$ cat src/sv/wsd_pkg.sv
`timescale 1ns / 1ps
// ----------------------------------------------------------------------------
// wsd_pkg: shared types and constants of the WebSocket frame deframer
// Holds the queue item passed from the header parser to the unmask stage and
// the fixed codes of the base framing header.
// ----------------------------------------------------------------------------
package wsd_pkg;

  // Field widths fixed by the framing format
  localparam int unsigned BYTE_W = 8;
  localparam int unsigned OPC_W  = 4;
  localparam int unsigned LEN_W  = 63;
  localparam int unsigned KEY_W  = 32;
  localparam int unsigned LANE_W = 2;
  localparam int unsigned CNT_W  = 3;

  // Seven-bit length codes that announce an extended length
  localparam logic [6:0] LEN_CODE_EXT16 = 7'd126;
  localparam logic [6:0] LEN_CODE_EXT64 = 7'd127;

  // Header byte counter value on the last byte of each header section
  localparam logic [CNT_W-1:0] EXT16_LAST_CNT = 3'd1;
  localparam logic [CNT_W-1:0] EXT64_LAST_CNT = 3'd7;
  localparam logic [CNT_W-1:0] KEY_LAST_CNT   = 3'd3;

  // Masking key lane selects, key byte 0 is the first key byte received
  localparam logic [LANE_W-1:0] LANE_0 = 2'd0;
  localparam logic [LANE_W-1:0] LANE_1 = 2'd1;
  localparam logic [LANE_W-1:0] LANE_2 = 2'd2;
  localparam logic [LANE_W-1:0] LANE_3 = 2'd3;

  // Classified beat handed from the parser to the unmask stage
  typedef struct packed {
    logic              fin;
    logic [OPC_W-1:0]  opcode;
    logic              masked;
    logic [LEN_W-1:0]  length;
    logic [BYTE_W-1:0] data;
    logic [KEY_W-1:0]  key;
    logic [LANE_W-1:0] lane;
    logic              byte_valid;
    logic              last;
  } wsd_item_t;

endpackage

$ cat src/sv/websocket_frame_deframer.sv
`timescale 1ns / 1ps
// ----------------------------------------------------------------------------
// websocket_frame_deframer: WebSocket base framing parser
// Splits a byte stream of back-to-back frames into header fields and
// unmasked payload bytes, one result beat per payload byte or empty frame.
// ----------------------------------------------------------------------------
//  channel  direction  handshake             payload
//  in_      input      in_valid / in_stall   data_byte (8)
//  out_     output     out_valid / out_stall fin, opcode, mask, length, byte,
//                                            byte_valid, last
//
//  One byte accepted per cycle while in_stall is low; header bytes give no
//  result, each payload byte gives one, an empty frame gives one marker beat
//  with byte_valid low. A byte's result passes the queue, then the output register.
//  Input stalls only once the QUEUE_DEPTH-entry queue is full.
//  Synchronous active-low reset; no clearing pass, ready the cycle after.
// ----------------------------------------------------------------------------
module websocket_frame_deframer #(
  parameter int unsigned QUEUE_DEPTH = 2
) (
  input  logic                        clk,
  input  logic                        rst_n,
  input  logic                        in_valid,
  output logic                        in_stall,
  input  logic [wsd_pkg::BYTE_W-1:0]  in_data_byte,
  output logic                        out_valid,
  input  logic                        out_stall,
  output logic                        out_fin_bit,
  output logic [wsd_pkg::OPC_W-1:0]   out_frame_opcode,
  output logic                        out_was_masked,
  output logic [wsd_pkg::LEN_W-1:0]   out_frame_length,
  output logic [wsd_pkg::BYTE_W-1:0]  out_payload_byte,
  output logic                        out_byte_valid,
  output logic                        out_frame_last
);
  import wsd_pkg::*;

  logic       push;
  logic       push_ready;
  wsd_item_t  push_item;
  logic       pop;
  logic       head_valid;
  wsd_item_t  head_item;

  // Header parser
  wsd_front u_front (
    .clk          (clk),
    .rst_n        (rst_n),
    .in_valid     (in_valid),
    .in_data_byte (in_data_byte),
    .in_stall     (in_stall),
    .push         (push),
    .push_item    (push_item),
    .push_ready   (push_ready)
  );

  // Decoupling queue
  wsd_queue #(
    .DEPTH (QUEUE_DEPTH)
  ) u_queue (
    .clk        (clk),
    .rst_n      (rst_n),
    .push       (push),
    .push_item  (push_item),
    .push_ready (push_ready),
    .pop        (pop),
    .head_valid (head_valid),
    .head_item  (head_item)
  );

  // Unmask and output stage
  wsd_back u_back (
    .clk              (clk),
    .rst_n            (rst_n),
    .head_valid       (head_valid),
    .head_item        (head_item),
    .pop              (pop),
    .out_valid        (out_valid),
    .out_stall        (out_stall),
    .out_fin_bit      (out_fin_bit),
    .out_frame_opcode (out_frame_opcode),
    .out_was_masked   (out_was_masked),
    .out_frame_length (out_frame_length),
    .out_payload_byte (out_payload_byte),
    .out_byte_valid   (out_byte_valid),
    .out_frame_last   (out_frame_last)
  );

`ifndef SYNTHESIS
  // Empty-frame beat is the only beat of a zero-length frame
  a_empty_is_last: assert property (@(posedge clk) disable iff (!rst_n)
    out_valid && !out_byte_valid |-> out_frame_last && out_frame_length == '0)
    else $error("empty-frame beat without last or with nonzero length");

  a_empty_zero_byte: assert property (@(posedge clk) disable iff (!rst_n)
    out_valid && !out_byte_valid |-> out_payload_byte == '0)
    else $error("empty-frame beat carries a nonzero byte");

  a_data_has_length: assert property (@(posedge clk) disable iff (!rst_n)
    out_valid && out_byte_valid |-> out_frame_length != '0)
    else $error("payload byte emitted for a zero-length frame");

  a_reset_clears_out: assert property (@(posedge clk)
    !rst_n |=> !out_valid)
    else $error("result valid right after reset");
`endif

endmodule

$ cat src/sv/wsd_front.sv
`timescale 1ns / 1ps
// ----------------------------------------------------------------------------
// wsd_front: frame header parser
// Walks the header of each frame one byte per beat, gathers FIN, opcode,
// mask flag, length and masking key, and pushes one item per payload byte
// (or one empty-frame item) into the queue.
// ----------------------------------------------------------------------------
module wsd_front (
  input  logic                          clk,
  input  logic                          rst_n,
  input  logic                          in_valid,
  input  logic [wsd_pkg::BYTE_W-1:0]    in_data_byte,
  output logic                          in_stall,
  output logic                          push,
  output wsd_pkg::wsd_item_t            push_item,
  input  logic                          push_ready
);
  import wsd_pkg::*;

  typedef enum logic [4:0] {
    PH_FIRST   = 5'b00001,
    PH_LENGTH  = 5'b00010,
    PH_EXTLEN  = 5'b00100,
    PH_KEY     = 5'b01000,
    PH_PAYLOAD = 5'b10000
  } wsd_phase_t;

  wsd_phase_t          state_r, state_nxt;
  logic                fin_r, fin_nxt;
  logic [OPC_W-1:0]    opcode_r, opcode_nxt;
  logic                masked_r, masked_nxt;
  logic [LEN_W-1:0]    len_r, len_nxt;
  logic [LEN_W-1:0]    remain_r, remain_nxt;
  logic [KEY_W-1:0]    key_r, key_nxt;
  logic [CNT_W-1:0]    cnt_r, cnt_nxt;
  logic                ext_long_r, ext_long_nxt;
  logic [LANE_W-1:0]   lane_r, lane_nxt;

  logic                accept;
  logic                hdr_done;
  logic                start_pl;
  logic                item_valid;
  logic                item_last;
  logic [6:0]          len_code;

  assign accept   = in_valid && push_ready;
  assign in_stall = !push_ready;
  assign len_code = in_data_byte[6:0];

  // Next-state logic of the header walk
  always_comb begin
    state_nxt    = state_r;
    fin_nxt      = fin_r;
    opcode_nxt   = opcode_r;
    masked_nxt   = masked_r;
    len_nxt      = len_r;
    remain_nxt   = remain_r;
    key_nxt      = key_r;
    cnt_nxt      = cnt_r;
    ext_long_nxt = ext_long_r;
    lane_nxt     = lane_r;
    hdr_done     = 1'b0;
    start_pl     = 1'b0;
    push         = 1'b0;
    item_valid   = 1'b0;
    item_last    = 1'b0;

    if (accept) begin
      case (state_r)
        PH_FIRST: begin
          // RSV bits are ignored
          fin_nxt    = in_data_byte[7];
          opcode_nxt = in_data_byte[OPC_W-1:0];
          state_nxt  = PH_LENGTH;
        end
        PH_LENGTH: begin
          masked_nxt = in_data_byte[7];
          cnt_nxt    = '0;
          if (len_code == LEN_CODE_EXT16) begin
            ext_long_nxt = 1'b0;
            len_nxt      = '0;
            state_nxt    = PH_EXTLEN;
          end else if (len_code == LEN_CODE_EXT64) begin
            ext_long_nxt = 1'b1;
            len_nxt      = '0;
            state_nxt    = PH_EXTLEN;
          end else begin
            len_nxt  = LEN_W'(len_code);
            hdr_done = 1'b1;
          end
        end
        PH_EXTLEN: begin
          // Big-endian shift-in; bit 63 of a long length falls off the top
          len_nxt = {len_r[LEN_W-BYTE_W-1:0], in_data_byte};
          cnt_nxt = cnt_r + 3'd1;
          if (cnt_r == (ext_long_r ? EXT64_LAST_CNT : EXT16_LAST_CNT)) begin
            cnt_nxt  = '0;
            hdr_done = 1'b1;
          end
        end
        PH_KEY: begin
          key_nxt = {key_r[KEY_W-BYTE_W-1:0], in_data_byte};
          cnt_nxt = cnt_r + 3'd1;
          if (cnt_r == KEY_LAST_CNT) begin
            cnt_nxt  = '0;
            start_pl = 1'b1;
          end
        end
        PH_PAYLOAD: begin
          push       = 1'b1;
          item_valid = 1'b1;
          item_last  = (remain_r == LEN_W'(1));
          remain_nxt = remain_r - LEN_W'(1);
          lane_nxt   = lane_r + 2'd1;
          if (item_last) begin
            state_nxt = PH_FIRST;
            lane_nxt  = LANE_0;
          end
        end
        default: begin
          state_nxt = PH_FIRST;
        end
      endcase

      // Length known: fetch the key or go straight to payload
      if (hdr_done) begin
        if (masked_nxt) begin
          state_nxt = PH_KEY;
        end else begin
          start_pl = 1'b1;
        end
      end

      // Header complete: an empty frame yields one marker beat
      if (start_pl) begin
        lane_nxt   = LANE_0;
        remain_nxt = len_nxt;
        if (len_nxt == '0) begin
          state_nxt = PH_FIRST;
          push      = 1'b1;
          item_last = 1'b1;
        end else begin
          state_nxt = PH_PAYLOAD;
        end
      end
    end
  end

  // Queue item
  always_comb begin
    push_item            = '0;
    push_item.fin        = fin_nxt;
    push_item.opcode     = opcode_nxt;
    push_item.masked     = masked_nxt;
    push_item.length     = len_nxt;
    push_item.data       = item_valid ? in_data_byte : '0;
    push_item.key        = key_r;
    push_item.lane       = lane_r;
    push_item.byte_valid = item_valid;
    push_item.last       = item_last;
  end

  // Control state
  always_ff @(posedge clk) begin
    if (!rst_n) begin
      state_r    <= PH_FIRST;
      cnt_r      <= '0;
      ext_long_r <= 1'b0;
      lane_r     <= LANE_0;
    end else begin
      state_r    <= state_nxt;
      cnt_r      <= cnt_nxt;
      ext_long_r <= ext_long_nxt;
      lane_r     <= lane_nxt;
    end
  end

  // Held header fields
  always_ff @(posedge clk) begin
    fin_r    <= fin_nxt;
    opcode_r <= opcode_nxt;
    masked_r <= masked_nxt;
    len_r    <= len_nxt;
    remain_r <= remain_nxt;
    key_r    <= key_nxt;
  end

endmodule

$ cat src/sv/wsd_queue.sv
`timescale 1ns / 1ps
// ----------------------------------------------------------------------------
// wsd_queue: short item queue between parser and unmask stage
// Register-based FIFO; lets the parser keep taking bytes while the output
// side is stalled, up to DEPTH items.
// ----------------------------------------------------------------------------
module wsd_queue #(
  parameter int unsigned DEPTH = 2
) (
  input  logic                 clk,
  input  logic                 rst_n,
  input  logic                 push,
  input  wsd_pkg::wsd_item_t   push_item,
  output logic                 push_ready,
  input  logic                 pop,
  output logic                 head_valid,
  output wsd_pkg::wsd_item_t   head_item
);
  import wsd_pkg::*;

  localparam int unsigned PTR_W = (DEPTH > 1) ? $clog2(DEPTH) : 1;
  localparam int unsigned QCNT_W = $clog2(DEPTH + 1);

  wsd_item_t           slot_r [DEPTH];
  logic [PTR_W-1:0]    wr_ptr_r, wr_ptr_nxt;
  logic [PTR_W-1:0]    rd_ptr_r, rd_ptr_nxt;
  logic [QCNT_W-1:0]   count_r, count_nxt;
  logic                do_push;
  logic                do_pop;

  assign push_ready = (count_r != QCNT_W'(DEPTH));
  assign head_valid = (count_r != '0);
  assign head_item  = slot_r[rd_ptr_r];
  assign do_push    = push && push_ready;
  assign do_pop     = pop && head_valid;

  // Pointer and fill count update
  always_comb begin
    wr_ptr_nxt = wr_ptr_r;
    rd_ptr_nxt = rd_ptr_r;
    count_nxt  = count_r;
    if (do_push) begin
      wr_ptr_nxt = (wr_ptr_r == PTR_W'(DEPTH - 1)) ? '0 : wr_ptr_r + PTR_W'(1);
    end
    if (do_pop) begin
      rd_ptr_nxt = (rd_ptr_r == PTR_W'(DEPTH - 1)) ? '0 : rd_ptr_r + PTR_W'(1);
    end
    if (do_push && !do_pop) begin
      count_nxt = count_r + QCNT_W'(1);
    end else if (do_pop && !do_push) begin
      count_nxt = count_r - QCNT_W'(1);
    end
  end

  always_ff @(posedge clk) begin
    if (!rst_n) begin
      wr_ptr_r <= '0;
      rd_ptr_r <= '0;
      count_r  <= '0;
    end else begin
      wr_ptr_r <= wr_ptr_nxt;
      rd_ptr_r <= rd_ptr_nxt;
      count_r  <= count_nxt;
    end
  end

  // Item storage
  always_ff @(posedge clk) begin
    if (do_push) begin
      slot_r[wr_ptr_r] <= push_item;
    end
  end

endmodule

$ cat src/sv/wsd_back.sv
`timescale 1ns / 1ps
// ----------------------------------------------------------------------------
// wsd_back: unmask stage and output register
// Pops queue items, XORs payload bytes with the selected masking key byte
// and holds the result beat until the receiver takes it.
// ----------------------------------------------------------------------------
module wsd_back (
  input  logic                        clk,
  input  logic                        rst_n,
  input  logic                        head_valid,
  input  wsd_pkg::wsd_item_t          head_item,
  output logic                        pop,
  output logic                        out_valid,
  input  logic                        out_stall,
  output logic                        out_fin_bit,
  output logic [wsd_pkg::OPC_W-1:0]   out_frame_opcode,
  output logic                        out_was_masked,
  output logic [wsd_pkg::LEN_W-1:0]   out_frame_length,
  output logic [wsd_pkg::BYTE_W-1:0]  out_payload_byte,
  output logic                        out_byte_valid,
  output logic                        out_frame_last
);
  import wsd_pkg::*;

  logic                valid_r;
  logic                fin_r;
  logic [OPC_W-1:0]    opcode_r;
  logic                masked_r;
  logic [LEN_W-1:0]    len_r;
  logic [BYTE_W-1:0]   byte_r, byte_nxt;
  logic                bvalid_r;
  logic                last_r;
  logic [BYTE_W-1:0]   key_byte;

  // Output register is free when empty or being taken
  assign pop = head_valid && (!valid_r || !out_stall);

  // Key byte for this payload position
  always_comb begin
    case (head_item.lane)
      LANE_0:  key_byte = head_item.key[31:24];
      LANE_1:  key_byte = head_item.key[23:16];
      LANE_2:  key_byte = head_item.key[15:8];
      LANE_3:  key_byte = head_item.key[7:0];
      default: key_byte = '0;
    endcase
  end

  // Unmask; empty-frame beats carry a zero byte
  always_comb begin
    byte_nxt = head_item.data;
    if (head_item.masked && head_item.byte_valid) begin
      byte_nxt = head_item.data ^ key_byte;
    end
  end

  always_ff @(posedge clk) begin
    if (!rst_n) begin
      valid_r <= 1'b0;
    end else if (pop) begin
      valid_r <= 1'b1;
    end else if (!out_stall) begin
      valid_r <= 1'b0;
    end
  end

  always_ff @(posedge clk) begin
    if (pop) begin
      fin_r    <= head_item.fin;
      opcode_r <= head_item.opcode;
      masked_r <= head_item.masked;
      len_r    <= head_item.length;
      byte_r   <= byte_nxt;
      bvalid_r <= head_item.byte_valid;
      last_r   <= head_item.last;
    end
  end

  assign out_valid        = valid_r;
  assign out_fin_bit      = fin_r;
  assign out_frame_opcode = opcode_r;
  assign out_was_masked   = masked_r;
  assign out_frame_length = len_r;
  assign out_payload_byte = byte_r;
  assign out_byte_valid   = bvalid_r;
  assign out_frame_last   = last_r;

endmodule

$ cat config.mk
export PLATFORM = sky130hd
export DESIGN_NAME = websocket_frame_deframer
export DESIGN_NICKNAME = d
export VERILOG_FILES = /design/src/sv/wsd_pkg.sv /design/src/sv/websocket_frame_deframer.sv /design/src/sv/wsd_front.sv /design/src/sv/wsd_queue.sv /design/src/sv/wsd_back.sv
export SDC_FILE = /design/constraint.sdc
export NUM_CORES = 1
export LEC_CHECK = 0
export BUFFER_PORTS_ARGS = -buffer_cell sky130_fd_sc_hd__buf_2
export CAP_MARGIN = 30
export CORE_MARGIN = 4
export CORE_UTILIZATION = 40
export DETAILED_ROUTE_END_ITERATION = 10
export GPL_TIMING_DRIVEN = 0
export HOLD_SLACK_MARGIN = 0.03
export PLACE_DENSITY = 0.55
export SLEW_MARGIN = 10
export SYNTH_ARGS = -nofsm -noshare
export SYNTH_HDL_FRONTEND = slang
export SYNTH_HIERARCHICAL = 1
export SYNTH_SLANG_ARGS = --single-unit
export TNS_END_PERCENT = 30
$ cat constraint.sdc
create_clock -name clk -period 8.4 [get_ports clk]
set_clock_uncertainty 0.2 [all_clocks]
set_input_delay 0.84 -clock clk [delete_from_list [all_inputs] [get_ports clk]]
set_output_delay 0.84 -clock clk [all_outputs]
set_load 0.1 [all_outputs]
Word-level counts from Yosys, hierarchy flattened. Memories as Yosys holds them, arrays and structs flattened. A register that Yosys moved wholly into a read port is not among the register bits. Index checks and enable logic that the tools add are counted.

Bits in registers: 259. Bits in writable memories: 226. Input bits: 12. Output and inout port bits: 81. Logic and storage cells: 133. Memories: 1.

Memory list: u_queue.slot_r (depth 2, bits a word 113, read ports 1, clocked after memory_dff 1, wr ports 1, line wsd_queue.sv:24) `wsd_item_t slot_r [DEPTH];`.

Add/subtract/negate cells: 7. Eq/ne operators: 15. Multiplexer cells: 63. Bitwise gates (word level): 1. Reduce and logical (&&, ||, !) cells: 25.

Operator list (number): 63-bit two-way mux (5); 63-bit case mux with 2 select lines (1); 63-bit by 1-bit == test with 1-bit output, second input constant (1); 63-bit zero test (1); 63-bit by 1-bit subtractor with 63-bit output, second input constant (1); 5-bit two-way mux (7); 1-bit two-way mux (33); 8-bit case mux with 4 select lines (1); 5-bit case mux with 4 select lines (1); 8-bit two-way mux (2); 7-bit == test, second input constant (2); 2-bit two-way mux (5); 3-bit two-way mux (3); 3-bit case mux with 3 select lines (1); 4-bit two-way mux (2); 2-bit nonzero test (4); 8-bit XOR (1); 1-bit logical AND (7); 7-bit two-way mux (1); 2-bit AND reduction (3); 5-bit by 1-bit == test with 1-bit output, second input constant (1); 5-bit by 2-bit == test with 1-bit output, second input constant (1); 5-bit by 3-bit == test with 1-bit output, second input constant (1); 5-bit by 4-bit == test with 1-bit output, second input constant (1); 18 further kinds (25).

Logic depth before layout (Yosys ltp).
Depth in word-level cells: 14. Mapped depth: 13. Mapped depth without buffers: 12.

Cells and area by module. Netlist, hierarchy kept.

Modules (own cells, without submodules): wsd_queue (instances 1, cells an instance 376, area an instance 8689.6 µm², seq. area each 6886.6 µm²); wsd_front (instances 1, cells an instance 772, area an instance 8338.0 µm², seq. area each 4454.3 µm²); wsd_back (instances 1, cells an instance 119, area an instance 2752.6 µm², seq. area each 2392.3 µm²).

Worst setup path before layout. Ideal clock, no wire load.

Path type: input to register. From: input out_stall. To: register u_queue.count_r[1]. Setup time: 0.070 ns. Data arrival time: 8.428 ns. Data required time: 8.130 ns. Setup slack: -0.298 ns. Cell stages on the path: 5. Path buffers: 0. Path through: a21boi_0 o21ai_1 ha_1 or3_1 a21boi_1.

Longest elaborated chain between the ends: 7. Elaborated cells on any way between the ends: 9. Those cells by class: mux: 1; reduce/logical: 8.

RTL lines: from (decl) (line websocket_frame_deframer.sv:27) `input logic out_stall,`; 1-bit zero test (*) (line wsd_back.sv:36) `assign pop = head_valid && (!valid_r || !out_stall);`; 1-bit logical OR (*) (line wsd_back.sv:36); 1-bit logical AND (*) (line wsd_back.sv:36); 1-bit logical AND (*) (line wsd_queue.sv:35) `assign do_pop = pop && head_valid;`; 1-bit zero test (line wsd_queue.sv:48) `if (do_push && !do_pop) begin`; 1-bit logical AND (line wsd_queue.sv:48); 2-bit two-way mux or 2-bit nonzero test (tied branches); to (signal assigned) (line wsd_queue.sv:63) `count_r <= count_nxt;`; to (decl) (line wsd_queue.sv:27) `logic [QCNT_W-1:0] count_r, count_nxt;`.

Mark *: on every way between the ends. The rest lies on a longest branch, timed or not. A chain may end at the register's enable or synchronous reset.

Worst setup path after layout.
From: register u_front.state_r[0]. To: memory u_queue/slot_r[0][73] (netlist bit), enable pin.

Longest elaborated chain between the ends: 11. Elaborated cells on any way between the ends: 22. Those cells by class: eq/ne: 4; mux: 16; reduce/logical: 2.

RTL lines: from (decl) (line wsd_front.sv:28) `wsd_phase_t state_r, state_nxt;`; from (signal assigned) (line wsd_front.sv:171) `state_r <= state_nxt;`; parallel branches: the longest is 6 deep, another holds 63-bit case mux with 2 select lines; 1-bit two-way mux (*) (line wsd_front.sv:135) `if (start_pl) begin`; 1-bit two-way mux (*) (line wsd_front.sv:68) `if (accept) begin`; named net push (line websocket_frame_deframer.sv:38) `logic push;`; 1-bit logical AND (*) (line wsd_queue.sv:34) `assign do_push = push && push_ready;`; 1-bit two-way mux (*) (line wsd_queue.sv:69) `if (do_push) begin`; 1-bit two-way mux (implied by the code) (*) (line wsd_queue.sv:70) `slot_r[wr_ptr_r] <= push_item;`; to (decl) (line wsd_queue.sv:24).

Mark *: on every way through the listed nets, which the timed path passes. The select of a mux whose other input is x is not followed.

==> run metrics <==
Setup Viol. Count Final=0; Root Buffer Master=clkbuf_16; final worst slack=3.82 ns; drt first pass iters=5; first-pass GRT wire length=70.6 mm; YS warnings=6; post-synthesis cell count=1267; site row count=81; Synth top area share=60.7%; switch share=22.3%; count leader, synth=edfxtp_1; fraction of registers with async set or reset after synthesis=0%; top_reg_cell synth=edfxtp_1; Routed Wire Length=47.5 mm; Gate power share=6.1%; clock power share=43.9%; Worst VDD drop=0.133 mV; post-layout util=47.2%; CTS resizes=0; Via density=5.43; dominant cell type by area after synthesis=edfxtp_1; pwr/cell area=234 nW/µm²; die area=53100 µm²; Post-DP HPWL=32.5 mm; Max H-tree Level=2; global route total overflow=0; Hold Path Origin=u_front/key_r[25]; initial DRC count=1157; Slew headroom=36.7%; Critical R2R Launch=u_front/state_r[0]; Fin. Hold Viols=0; Hold Path Class=register to register; status=complete, no violations; area of the core=49000 µm²; Starting Density=40.4%; unrepaired setup endpoints after global routing=no; antenna-violating nets left=0; Synth Area in Compound Gates=8.08%; Max Slew Vio Count=0; WL per Instance=22.3 µm; Hold Crit Depth=0; reg2reg setup slack=3.82 ns; Num CTS Buffers=50; Seq pwr share=50.0%; CTS tree=built; number of flops mapped to enable cells by yosys=400; Skew-Pair Late Insertion Delay=0.59 ns; Internal Power=4.20 mW; setup bufs post-CTS=0; die extent in y=230 µm; ranking of synthesized cells by area=edfxtp_1 (61%), dfxtp_1 (8.7%), mux2_4 (5.3%); leakage power=7.90 nW; WP data required=8.43 ns; via count=11500; fin nets=1439; Post-synth top cells=edfxtp_1 (400), dfxtp_1 (86), mux2_4 (70), nand2_1 (60), mux2_2 (49); xor/xnor share of the synthesized area=2.83%; combinational family with the most area after synthesis=multiplexers; Switch Pwr=1.20 mW; # hold bufs at CTS=0; Die X=230 µm; Place WS=3.93 ns; met2 routed wirelength=21.0 mm; syn avg cell area=15.6 µm²; area of the multi-input gates=5680 µm²; Reg-to-Reg End=u_queue/slot_r[0][73]; initial antenna violation count=1; Post-Synth Simple-Gate Area=7.31%; worst r2r path cells=10; DR top layer=met4; IO Port Bufs=92; Max Cap Viol=0; maximum clock rate=0.218 GHz; vias in the first global route=11100; register bit total from synthesis=486; Final Cell Area=23100 µm²; Area after DPL=21300 µm²; Mapped Area=19800 µm²; Final Cycle Share=54.5%; Layout area overhead=16.9%; Clock Sinks=486; post-synthesis mux area share=9.92%; Critical Setup Path Class=register to register; Placer Congestion=0.970; CP arrival=4.61 ns; share of layout cells above drive strength 1=23.7%; Reg clk slew, reported paths=0.06 ns; Ports=93; DRC Markers=0; CP Capture Type=register; hold endpoint=u_queue/slot_r[0][29]; Post-Syn Nets=1285; met3 WL=2.72 mm; Worst Tran Pin Value=0.949 ns; WL met1=22.7 mm; largest net degree at the start of global routing=80; fill count=4237; Seq/Total Area, Yosys=69.4%; crit start category=register; sequential cell area=13700 µm²; overall global routing resource usage=17.4%; min Tclk post-route=4.58 ns; Max Root-Sink Buffers=3; count of cell types in the netlist=66; crit-path max FO=79; adder-cell share of the synthesized area=0.380%
## critical path, cell delays in order (launching register included)
cell      delay, ns
dfxtp_1        0.29
clkbuf_1       0.19
nor3_1         0.56
nand2_1        0.32
o311a_1        0.46
nand2b_1       0.26
nor4_1         0.61
or2_2          0.26
nand3b_1       0.18
inv_6          0.38
buf_16         0.38
## worst max path at each step
stage | from | end | slack, ns | cells after the start
floorplan | out_stall | u_queue/count_r[1] | 1.99 | 5
global placement | out_stall | u_queue/count_r[1] | -0.67 | 6
detailed placement | u_front/state_r[0] | u_queue/slot_r[0][75] | 3.93 | 10
global route | u_front/state_r[0] | u_queue/slot_r[0][81] | 3.58 | 10
finish | u_front/state_r[0] | u_queue/slot_r[0][73] | 3.82 | 10
CTS | u_front/state_r[0] | u_queue/slot_r[0][81] | 3.89 | 10
## power groups by stage
stage	registers (mW)	logic, mW	clock network [mW]
2_1_floorplan	2.84	0.139	0
3_3_place_gp	2.76	0.316	0
3_5_place_dp	2.75	0.328	0
4_1_cts	2.70	0.329	2.43
5_1_grt	2.70	0.348	2.53
6_report	2.70	0.329	2.37
## cell families after synthesis
| kind of cell | count (synthesis) |
|---|---|
| compound gates | 224 |
| xor+xnor | 64 |
| fa+ha+maj | 6 |
| buf+inv | 76 |
| flops | 486 |
| mux | 155 |
| simple gates | 256 |
## per-stage QoR
| stage | hold slack, ns | instances | TNS [ns] | total power, mW |
|---|---|---|---|---|
| 2_1_floorplan | 0.221 | 1267 | 0 | 2.98 |
| 3_3_place_gp | 0.223 | 2023 | -1.41 | 3.07 |
| 3_5_place_dp | 0.233 | 2033 | 0 | 3.08 |
| 4_1_cts | 0.240 | 2127 | 0 | 5.46 |
| 5_1_grt | 0.248 | 2128 | 0 | 5.58 |
| 6_report | 0.245 | 2128 | 0 | 5.40 |
## cells in the final DEF, fill, tap and decap left out, types with 22 or more instances in the layout
cell / netlist / final
clkbuf_16: 0 / 51
nand2_1: 60 / 59
o21ai_0: 27 / 27
nor2_1: 44 / 43
a221oi_1: 44 / 44
xor2_1: 43 / 43
mux2_4: 70 / 70
nor4_1: 22 / 22
a21oi_1: 46 / 46
mux2_2: 49 / 49
a22o_1: 40 / 40
edfxtp_1: 400 / 400
clkbuf_1: 42 / 47
mux2i_1: 36 / 36
buf_2: 7 / 100
dfxtp_1: 86 / 86
## routing by layer
layer	vias to the layer above	global-route usage, %
met2	387	26.4
met4	0	4.54
met5	-	0
met3	80	2.85
li1	5314	-
met1	5765	26.1
## layout make-up
cell class | instances | area share [%]
clock buffer | 66 | 6.20
sequential | 486 | 59.4
inverter | 10 | 0.184
buffer | 66 | 1.59
tap | 664 | 3.59
clock inverter | 28 | 1.55
antenna | 1 | 0.0108
multi-input combinational | 705 | 24.6
timing repair buffer | 102 | 2.93
## sequential cells by signal (all words and copies together) (netlist names), 2 cells and up, named ones only
name                     cells
u_queue/count_r              2
u_front/state_r              5
u_back/out_frame_length     63
u_front/key_r               32
u_back/out_frame_opcode      4
u_front/len_r               63
u_front/remain_r            63
u_queue/slot_r             226
u_back/out_payload_byte      8
u_front/cnt_r                3
u_front/opcode_r             4
u_front/lane_r               2
No activity file was read; power rests on OpenSTA's default activity.
